File: src/sv/lca_pkg.sv
// Shared constants, types and codes for the life automaton step block.
package lca_pkg;

    localparam int ROWS = 32;
    localparam int COLS = 64;
    localparam int CELLS = ROWS * COLS;

    localparam int OP_W = 2;
    localparam int ROW_W = 5;
    localparam int COL_W = 6;
    localparam int LIVE_W = 12;
    localparam int HASH_W = 50;

    localparam int WIN_LEN = 2 * COLS + 2;
    localparam int LAG = COLS + 1;
    localparam int STEP_LEN = CELLS + LAG;
    localparam int T_W = $clog2(STEP_LEN);
    localparam int CNT_W = $clog2(CELLS + 1);
    localparam int JCOL_W = $clog2(COLS);

    localparam int LIVE_MAX = 4095;
    localparam int BIRTH_N = 3;
    localparam int SURVIVE_LOW = 2;
    localparam logic [HASH_W-1:0] HASH_MOD = 50'd1011001110001111;

    typedef enum logic [OP_W-1:0] {
        OP_WRITE = 2'd0,
        OP_STEP  = 2'd1,
        OP_READ  = 2'd2,
        OP_NOP   = 2'd3
    } op_t;

    typedef enum logic [1:0] {
        ST_IDLE,
        ST_RUN,
        ST_REPORT
    } state_t;

    typedef struct packed {
        logic clr;
        logic en;
    } rule_ctl_t;

endpackage

File: src/sv/life_cellular_automaton_step.sv
// Top level: rotating cell chain, command sequencer and result registers.
// Write and read: one rotation through every cell, then the strobe.
// Step: a rotation extended by the window lag, then the strobe.
// Unused op: strobe the cycle after the request. A new request is taken once
// busy falls, the cycle after the strobe; the receiver cannot stall.
// Reset clears every cell to dead and returns the sequencer to idle.
module life_cellular_automaton_step
    import lca_pkg::*;
(
    input  logic              clk,
    input  logic              rst_n,
    input  logic              start,
    output logic              busy,
    input  logic [OP_W-1:0]   op,
    input  logic [ROW_W-1:0]  row,
    input  logic [COL_W-1:0]  col,
    input  logic              cell_value,
    output logic              done,
    output logic [OP_W-1:0]   done_op,
    output logic              read_value,
    output logic [LIVE_W-1:0] live_count,
    output logic [HASH_W-1:0] grid_hash,
    output logic              extinct
);

    state_t            state_reg;
    state_t            state_next;
    logic [T_W-1:0]    t_reg;
    op_t               op_reg;
    logic [T_W-1:0]    idx_reg;
    logic              val_reg;
    logic              inside_reg;
    logic [CNT_W-1:0]  count_reg;
    logic [CNT_W-1:0]  count_next;
    logic              rd_reg;
    logic              rd_next;
    logic [OP_W-1:0]   done_op_reg;
    logic              read_value_reg;
    logic [LIVE_W-1:0] live_count_reg;
    logic              extinct_reg;

    logic [CELLS-1:0]  cell_q;
    logic              head;
    logic              in_bit;
    logic              tail_in;
    logic              rule_bit;
    logic              accept;
    logic              run;
    logic              run_last;
    logic              hit;
    logic              step_run;
    logic [HASH_W-1:0] hash;
    rule_ctl_t         rule_ctl;

    assign accept   = start && (state_reg == ST_IDLE);
    assign run      = (state_reg == ST_RUN);
    assign step_run = run && (op_reg == OP_STEP);
    assign head     = cell_q[0];
    assign in_bit   = (32'(t_reg) < CELLS) ? head : 1'b0;
    assign hit      = inside_reg && (t_reg == idx_reg);
    assign run_last = (op_reg == OP_STEP) ? (t_reg == T_W'(STEP_LEN - 1))
                                          : (t_reg == T_W'(CELLS - 1));

    always_comb
    begin
        case (op_reg)
            OP_STEP:  tail_in = rule_bit;
            OP_WRITE: tail_in = hit ? val_reg : head;
            default:  tail_in = head;
        endcase
    end

    genvar gi;
    generate
        for (gi = 0; gi < CELLS; gi++)
        begin : g_chain
            if (gi == CELLS - 1)
            begin : g_tail
                lca_cell u_cell (
                    .clk   (clk),
                    .rst_n (rst_n),
                    .en    (run),
                    .d     (tail_in),
                    .q     (cell_q[gi])
                );
            end
            else
            begin : g_body
                lca_cell u_cell (
                    .clk   (clk),
                    .rst_n (rst_n),
                    .en    (run),
                    .d     (cell_q[gi+1]),
                    .q     (cell_q[gi])
                );
            end
        end
    endgenerate

    assign rule_ctl.clr = accept;
    assign rule_ctl.en  = step_run;

    lca_rule u_rule (
        .clk      (clk),
        .ctl      (rule_ctl),
        .in_bit   (in_bit),
        .next_bit (rule_bit)
    );

    lca_hash u_hash (
        .clk    (clk),
        .init   (accept),
        .en     (step_run && (32'(t_reg) < CELLS)),
        .bit_in (head),
        .hash   (hash)
    );

    always_comb
    begin
        state_next = state_reg;
        case (state_reg)
            ST_IDLE:
            begin
                if (start)
                begin
                    state_next = (op_t'(op) == OP_NOP) ? ST_REPORT : ST_RUN;
                end
            end
            ST_RUN:
            begin
                if (run_last)
                begin
                    state_next = ST_REPORT;
                end
            end
            ST_REPORT: state_next = ST_IDLE;
            default:   state_next = ST_IDLE;
        endcase
    end

    always_ff @(posedge clk or negedge rst_n)
    begin
        if (!rst_n)
        begin
            state_reg <= ST_IDLE;
            t_reg     <= '0;
        end
        else
        begin
            state_reg <= state_next;
            if (accept)
            begin
                t_reg <= '0;
            end
            else if (run)
            begin
                t_reg <= t_reg + 1'b1;
            end
        end
    end

    always_comb
    begin
        count_next = count_reg;
        if (step_run && (32'(t_reg) >= LAG) && rule_bit)
        begin
            count_next = count_reg + 1'b1;
        end
        rd_next = rd_reg;
        if (run && (op_reg == OP_READ) && hit)
        begin
            rd_next = head;
        end
    end

    always_ff @(posedge clk)
    begin
        if (accept)
        begin
            op_reg     <= op_t'(op);
            idx_reg    <= T_W'(row) * T_W'(COLS) + T_W'(col);
            val_reg    <= cell_value;
            inside_reg <= (32'(row) < ROWS) && (32'(col) < COLS);
            count_reg  <= '0;
            rd_reg     <= 1'b0;
            if (op_t'(op) == OP_NOP)
            begin
                done_op_reg    <= op;
                read_value_reg <= 1'b0;
                live_count_reg <= '0;
                extinct_reg    <= 1'b0;
            end
        end
        else
        begin
            count_reg <= count_next;
            rd_reg    <= rd_next;
            if (run && run_last)
            begin
                done_op_reg    <= op_reg;
                read_value_reg <= (op_reg == OP_READ) ? rd_next : 1'b0;
                if (op_reg == OP_STEP)
                begin
                    if (32'(count_next) > LIVE_MAX)
                    begin
                        live_count_reg <= LIVE_W'(LIVE_MAX);
                    end
                    else
                    begin
                        live_count_reg <= LIVE_W'(count_next);
                    end
                    extinct_reg <= (count_next == '0);
                end
                else
                begin
                    live_count_reg <= '0;
                    extinct_reg    <= 1'b0;
                end
            end
        end
    end

    assign busy       = (state_reg != ST_IDLE);
    assign done       = (state_reg == ST_REPORT);
    assign done_op    = done_op_reg;
    assign read_value = read_value_reg;
    assign live_count = live_count_reg;
    assign extinct    = extinct_reg;
    assign grid_hash  = (op_t'(done_op_reg) == OP_STEP) ? hash : '0;

endmodule

File: src/sv/lca_cell.sv
// One grid cell of the rotating chain.
module lca_cell
    import lca_pkg::*;
(
    input  logic clk,
    input  logic rst_n,
    input  logic en,
    input  logic d,
    output logic q
);

    logic q_reg;

    always_ff @(posedge clk or negedge rst_n)
    begin
        if (!rst_n)
        begin
            q_reg <= 1'b0;
        end
        else if (en)
        begin
            q_reg <= d;
        end
    end

    assign q = q_reg;

endmodule

File: src/sv/lca_rule.sv
// Two-row sliding window of old cells and the B3/S23 next-state rule.
module lca_rule
    import lca_pkg::*;
(
    input  logic      clk,
    input  rule_ctl_t ctl,
    input  logic      in_bit,
    output logic      next_bit
);

    logic [WIN_LEN-1:0] win_reg;
    logic [WIN_LEN-1:0] win_next;
    logic [JCOL_W-1:0]  jcol_reg;
    logic [JCOL_W-1:0]  jcol_next;
    logic               left_en;
    logic               right_en;
    logic [3:0]         n;
    logic               centre;

    always_comb
    begin
        win_next  = win_reg;
        jcol_next = jcol_reg;
        if (ctl.clr)
        begin
            win_next  = '0;
            jcol_next = JCOL_W'(COLS - 1);
        end
        else if (ctl.en)
        begin
            win_next = {win_reg[WIN_LEN-2:0], in_bit};
            if (jcol_reg == JCOL_W'(COLS - 1))
            begin
                jcol_next = '0;
            end
            else
            begin
                jcol_next = jcol_reg + 1'b1;
            end
        end
    end

    always_ff @(posedge clk)
    begin
        win_reg  <= win_next;
        jcol_reg <= jcol_next;
    end

    // window tap k holds the cell k+1 places behind the incoming one
    always_comb
    begin
        left_en  = (jcol_reg != '0);
        right_en = (jcol_reg != JCOL_W'(COLS - 1));
        centre   = win_reg[COLS];
        n = 4'(win_reg[2*COLS]) + 4'(win_reg[0])
          + 4'(left_en & win_reg[2*COLS+1]) + 4'(left_en & win_reg[COLS+1])
          + 4'(left_en & win_reg[1])
          + 4'(right_en & win_reg[2*COLS-1]) + 4'(right_en & win_reg[COLS-1])
          + 4'(right_en & in_bit);
        if (centre)
        begin
            next_bit = (n == 4'(SURVIVE_LOW)) || (n == 4'(BIRTH_N));
        end
        else
        begin
            next_bit = (n == 4'(BIRTH_N));
        end
    end

endmodule

File: src/sv/lca_hash.sv
// Bit-serial rolling modular hash of the grid.
module lca_hash
    import lca_pkg::*;
(
    input  logic              clk,
    input  logic              init,
    input  logic              en,
    input  logic              bit_in,
    output logic [HASH_W-1:0] hash
);

    logic [HASH_W-1:0] h_reg;
    logic [HASH_W-1:0] h_next;
    logic [HASH_W:0]   dbl;

    always_comb
    begin
        dbl    = {h_reg, bit_in};
        h_next = h_reg;
        if (init)
        begin
            h_next = HASH_W'(1);
        end
        else if (en)
        begin
            if (dbl >= {1'b0, HASH_MOD})
            begin
                h_next = HASH_W'(dbl - {1'b0, HASH_MOD});
            end
            else
            begin
                h_next = HASH_W'(dbl);
            end
        end
    end

    always_ff @(posedge clk)
    begin
        h_reg <= h_next;
    end

    assign hash = h_reg;

endmodule

File: config.mk
export PLATFORM = sky130hd
export DESIGN_NAME = life_cellular_automaton_step
export DESIGN_NICKNAME = d
export VERILOG_FILES = /design/src/sv/lca_pkg.sv /design/src/sv/life_cellular_automaton_step.sv /design/src/sv/lca_cell.sv /design/src/sv/lca_rule.sv /design/src/sv/lca_hash.sv
export SDC_FILE = /design/constraint.sdc
export NUM_CORES = 2
export LEC_CHECK = 0
export ABC_AREA = 1
export BUFFER_PORTS_ARGS = -buffer_cell sky130_fd_sc_hd__buf_2
export CAP_MARGIN = 10
export CORE_MARGIN = 4
export CORE_UTILIZATION = 63
export CTS_CLUSTER_DIAMETER = 50
export CTS_CLUSTER_SIZE = 40
export DETAILED_ROUTE_END_ITERATION = 7
export GPL_TIMING_DRIVEN = 0
export PLACE_DENSITY = 0.79
export SYNTH_ARGS = -nofsm -noshare
export SYNTH_HDL_FRONTEND = slang
export SYNTH_SLANG_ARGS = --single-unit
File: constraint.sdc
create_clock -name clk -period 5.3 [get_ports clk]
set_input_delay 0.795 -clock clk [delete_from_list [all_inputs] [get_ports clk]]
set_output_delay 0.795 -clock clk [all_outputs]
set_load 0.05 [all_outputs]
Yosys cells after proc, flatten, opt, wreduce, memory -nomap -nowiden --
Index checks and enable logic that the tools add are counted.
Storage, ports and cells: register bits 2292, latch bits 0, RAM bits 0, memory bits (read-only) 0, input bits 17, output and inout bits 68, memories 0
Operators by class: $add $sub $neg 12, $mul 0, div/mod/pow operators 0, $lt $le $gt $ge 3, equality and inequality tests 16, shifts and indexed selects 0, mux-type cells 30, bitwise logic cells 6, reduce and logical (&&, ||, !) cells 18
Operators with widths (count):
- $mux W50 | 2
- $mux W12 | 7
- $ge A51 B50 Y1 const B | 1
- $sub A50 B50 Y50 const B | 1
- $add A12 B1 Y12 const B | 2
- $add A4 B4 Y4 | 6
- $add A11 B6 Y12 | 1
- $eq A12 B11 Y1 const B | 1
- $eq A12 B12 Y1 | 1
- $eq A12 B12 Y1 const B | 1
- $ge A12 B7 Y1 const B | 1
- $logic_not A12 Y1 | 1
- $lt A12 B12 Y1 const B | 1
- $mux W1 | 12
- $mux W2 | 6
- $eq A4 B2 Y1 const B | 2
- $logic_and A1 B1 Y1 | 8
- $add A6 B1 Y6 const B | 1
- $and A1 B1 Y1 | 6
- $eq A2 B1 Y1 const B | 3
- $eq A2 B2 Y1 const B | 3
- $eq A6 B6 Y1 const B | 1
- $mux W6 | 1
- $ne A6 B6 Y1 const B | 1
- other kinds (10) | 15

Longest topological paths before layout --
word-level depth 17, depth in mapped cells 23

Least setup slack after synthesis --
OpenSTA, ideal clock, no wires.
kind reg-to-reg, from register u_rule.jcol_reg[0], to register extinct_reg, in the netlist extinct, data pin, setup time 0.254 ns, data arrival time 3.770 ns, required time 5.046 ns, path slack 1.276 ns, cell stages (with the launch flop) 22, buffers on the path 1, period minus slack after synthesis 4.024 ns, cell sequence dfxtp_1 inv_1 ha_1 nand3_1 nand2_1 inv_1 fa_1 inv_1 fa_1 inv_1 fa_1 inv_1 fa_1 nor3b_1 nand2_1 nor2_2 nand2_1 buf_2 o21ai_1 nor2_1 nand4_1 nor3_1
Between the ends: word-level cells in the longest chain between the ends 17, elaborated cells on any way between the ends 24
Ends and longest elaborated chain:
- from (decl) | line lca_rule.sv:13 | logic [JCOL_W-1:0] jcol_reg;
- from (signal assigned) | line lca_rule.sv:46 | jcol_reg <= jcol_next;
- $reduce_bool A6 Y1 | line lca_rule.sv:52 | left_en = (jcol_reg != '0);
- $and A1 B1 Y1 | line lca_rule.sv:56 | + 4'(left_en & win_reg[2*COLS+1]) + 4'(left_en & win_reg[COLS+1])
- $add A4 B4 Y4 (2 in a row) | line lca_rule.sv:56
- $add A4 B4 Y4 | line lca_rule.sv:57 | + 4'(left_en & win_reg[1])
- $add A4 B4 Y4 (2 in a row) | line lca_rule.sv:58 | + 4'(right_en & win_reg[2*COLS-1]) + 4'(right_en & win_reg[COLS-1])
- $add A4 B4 Y4 * | line lca_rule.sv:59 | + 4'(right_en & in_bit);
- $eq A4 B2 Y1, on equally long branches | line lca_rule.sv:62, lca_rule.sv:66
- $logic_or A1 B1 Y1 | line lca_rule.sv:62 | next_bit = (n == 4'(SURVIVE_LOW)) || (n == 4'(BIRTH_N));
- $mux W1 * | line lca_rule.sv:60 | if (centre)
- $logic_and A1 B1 Y1 * | line life_cellular_automaton_step.sv:165 | if (step_run && (32'(t_reg) >= LAG) && rule_bit)
- $mux W12 * | line life_cellular_automaton_step.sv:165
- $logic_not A12 Y1 * | line life_cellular_automaton_step.sv:212 | extinct_reg <= (count_next == '0);
- $mux W1 * | line life_cellular_automaton_step.sv:202 | if (op_reg == OP_STEP)
- $mux W1 * | line life_cellular_automaton_step.sv:198 | if (run && run_last)
- $mux W1 * | line life_cellular_automaton_step.sv:178 | if (accept)
- to (signal assigned) | line life_cellular_automaton_step.sv:212
- to (decl) | line life_cellular_automaton_step.sv:40 | logic extinct_reg;
Every way passes the cells marked *; elsewhere a longest branch is shown, timed or not. The select of a mux whose other input is x is not followed. A chain may end at the register's enable or synchronous reset.

Worst setup path after layout --
Ends and elaborated chain as after synthesis.

==> results.json <==
{
  "layoutNonFillerInstCount": 12900,
  "area_growth_pct": 10.4,
  "cts.sinks": 2291,
  "post-route-drc-count": 0,
  "synth_cells": 10600,
  "final_cell_mix": "nand2_1 (6506), dfrtp_1 (2062), clkbuf_1 (514)",
  "seq_area_um2": 56500,
  "worstSkewPairLatency_ps": 810,
  "cts_made_buffers": 168,
  "relSlewSlack_pct": 24.5,
  "fin_tns_setup_ps": 0,
  "viasPerCell": 5.10,
  "num-fill-cells": 10300,
  "synth_edf_count": 30,
  "cts_resized": 0,
  "place.port_buffers": 84,
  "largest_reg_flops": 2047,
  "gp_congestion": 0.962,
  "slowest_stage": "fa_1",
  "synth_area_um2": 88800,
  "reg2reg_depth": 22,
  "hold_depth": 1,
  "fin_nets": 10900,
  "cts_tree": "done",
  "num_rows": 137,
  "cp.arrival_ps": 5400,
  "crit_required_ps": 5940,
  "placedInstanceArea_um2": 91900,
  "antenna_found_initial": 2,
  "post_route_cells_drive_above_1_share_pct": 4.09,
  "critPathBufInv": 6,
  "multi_input_area_um2": 29300,
  "cts_root_buf": "clkbuf_16",
  "gr-total-overflow": 0,
  "hold_path.class": "input pin to flip-flop",
  "vias": 65600,
  "cp_max_fo": 10,
  "cp-start-kind": "flip-flop",
  "cts_max_level": 4,
  "start_util_pct": 63.5,
  "worstSetupEndpointType": "flip-flop",
  "period_share_pct": 89.7,
  "grt_util_all_layers_pct": 24.0,
  "hold_violations": 0,
  "ios": 85,
  "cts_buffer_depth": 3,
  "yosysSeqAreaShare_pct": 63.6,
  "routed_wl_mm": 172,
  "r2r_start": "u_rule.jcol_reg[0]",
  "cellPowerDensity_nw_per_um2": 434,
  "crit_type": "flip-flop to flip-flop",
  "worstMarginPinSlew_ps": 1130,
  "stdcell_area_um2": 98000,
  "vdd_drop_max_mv": 0.296,
  "p_leak_nw": 55.3,
  "die_area_um2": 147000,
  "grt_pass1_wl_mm": 298,
  "syn_area_per_cell_um2": 8.39,
  "clk_pin_slew_ps": 80,
  "fin_util_pct": 70.1,
  "core_um2": 140000,
  "slowest_delay_ps": 540,
  "timing.fmax_ghz": 0.210,
  "synth_ff_type": "dfrtp_1",
  "hold_slack_ps": 148,
  "antenna_left": 0,
  "layout_commonest_cell": "nand2_1",
  "die-height_um": 383,
  "finalSetupViolCount": 0,
  "hp-start": "cell_value",
  "drt-wirelength-per-cell_um": 13.4,
  "drtIter0Drc": 5497,
  "first_global_vias": 63100,
  "slew_viol_final": 0,
  "ys_seq_elements": 2291,
  "hpwl_mm": 111,
  "synth_nets": 10600,
  "grt_max_degree": 175,
  "r2r_end": "extinct",
  "status": "finished clean",
  "synth_cell_types": 46,
  "finClkSkew_ps": 33.8,
  "fin_crit_ps": 4750,
  "hold_end": "val_reg",
  "die_w_um": 383,
  "yosys_warnings": 0,
  "regToRegSetupSlack_ps": 550,
  "dp.cells": 12600,
  "path_cells": "inv_1 > ha_1 > nand3_1 > nand2_1 > inv_1 > fa_1 > inv_1 > fa_1 > inv_1 > fa_1 > inv_1 > fa_1 > nor3b_1 > nand2_1 > nor2_2 > nand2_1 > buf_2 > nand2_1 > nand2_1 > nor2_1 > nand4_1 > nor3_1",
  "dr.pass1.iters": 6,
  "cpLargestDelayFamily": "adder cells",
  "drv_cap": 0,
  "rsz0062_at_grt": "false",
  "synth-async-reset-ratio_pct": 90.0
}
==> synth_stat cells (all sizes together), types with 2 or more instances <==
| master | count | area, µm² |
|---|---|---|
| dfxtp | 199 | 3980 |
| xnor2 | 7 | 61.3 |
| clkbuf | 512 | 1920 |
| ha | 10 | 125 |
| o211ai | 7 | 52.6 |
| o21ai | 200 | 1000 |
| nor2 | 467 | 1790 |
| nand2 | 6510 | 24400 |
| a21oi | 82 | 414 |
| edfxtp | 30 | 901 |
| buf | 28 | 158 |
| o21a | 2 | 15.0 |
| nand4 | 27 | 169 |
| and2 | 5 | 31.3 |
| xor2 | 23 | 201 |
| nor3 | 26 | 130 |
| inv | 227 | 855 |
| dfrtp | 2062 | 51600 |
| nand3b | 4 | 30.0 |
| nor3b | 2 | 15.0 |
| nand3 | 127 | 648 |
| fa | 4 | 80.1 |
| o31ai | 2 | 15.0 |
| a31oi | 2 | 12.5 |
| o21bai | 4 | 30.0 |
| o22ai | 3 | 18.8 |
==> where the power goes <==
group | internal (mW) | switching [mW] | leakage (nW)
sequential | 18.4 | 0.619 | 30.7
clock | 6.81 | 6.95 | 2.91
combinational | 2.28 | 7.45 | 21.7
==> per-layer routing <==
| layer | wire length [µm] | vias up | GRT usage (%) |
|---|---|---|---|
| met5 | 0 | - | 0 |
| met4 | 4170 | 0 | 6.80 |
| met3 | 7850 | 281 | 3.76 |
| met2 | 81600 | 1158 | 38.8 |
| met1 | 78700 | 31600 | 34.2 |
| li1 | - | 32600 | - |
==> final cells by class <==
class	instances	area share [%]
diodes	1	0.00255
plain buffers	540	2.12
clock buffers	184	4.55
clock inverters	131	1.62
inverters	228	0.876
multi-input cells	7521	29.9
flip-flops and latches	2291	57.6
well taps	1876	2.40
repair buffers	100	0.843
==> logic make-up after synthesis <==
| family | synth area share, % |
|---|---|
| AND/OR/NAND/NOR | 30.7 |
| flip-flops | 63.6 |
| buffers and inverters | 3.31 |
| multiplexers | 0.0113 |
| XOR/XNOR | 0.296 |
| AO/OA/AOI/OAI | 1.79 |
| adder cells (fa/ha/maj) | 0.231 |
==> per-stage QoR <==
stage / setup WS (ps) / power, mW
floorplan: 1280 / 26.0
global placement: -39700 / 28.7
detailed placement: 577 / 29.0
CTS: 548 / 42.8
global route: 226 / 44.8
finish: 545 / 42.5
==> what timing repair did <==
action	4_1_cts	5_1_grt
hold buffers	1	0
buffers inserted	0	0
hold endpoints to repair	40	0
==> how the worst max path moves through the flow <==
| stage | to | depth (start not counted) | startpoint |
|---|---|---|---|
| 6_report | extinct | 22 | u_rule.jcol_reg[0] |
| 3_5_place_dp | extinct | 22 | u_rule.jcol_reg[0] |
| 3_3_place_gp | g_chain[893].g_body.u_cell.q | 1 | rst_n |
| 5_1_grt | extinct | 22 | u_rule.jcol_reg[0] |
| 4_1_cts | extinct | 22 | u_rule.jcol_reg[0] |
| 2_1_floorplan | extinct | 21 | u_rule.jcol_reg[0] |
(Power assumes the default switching activity.)
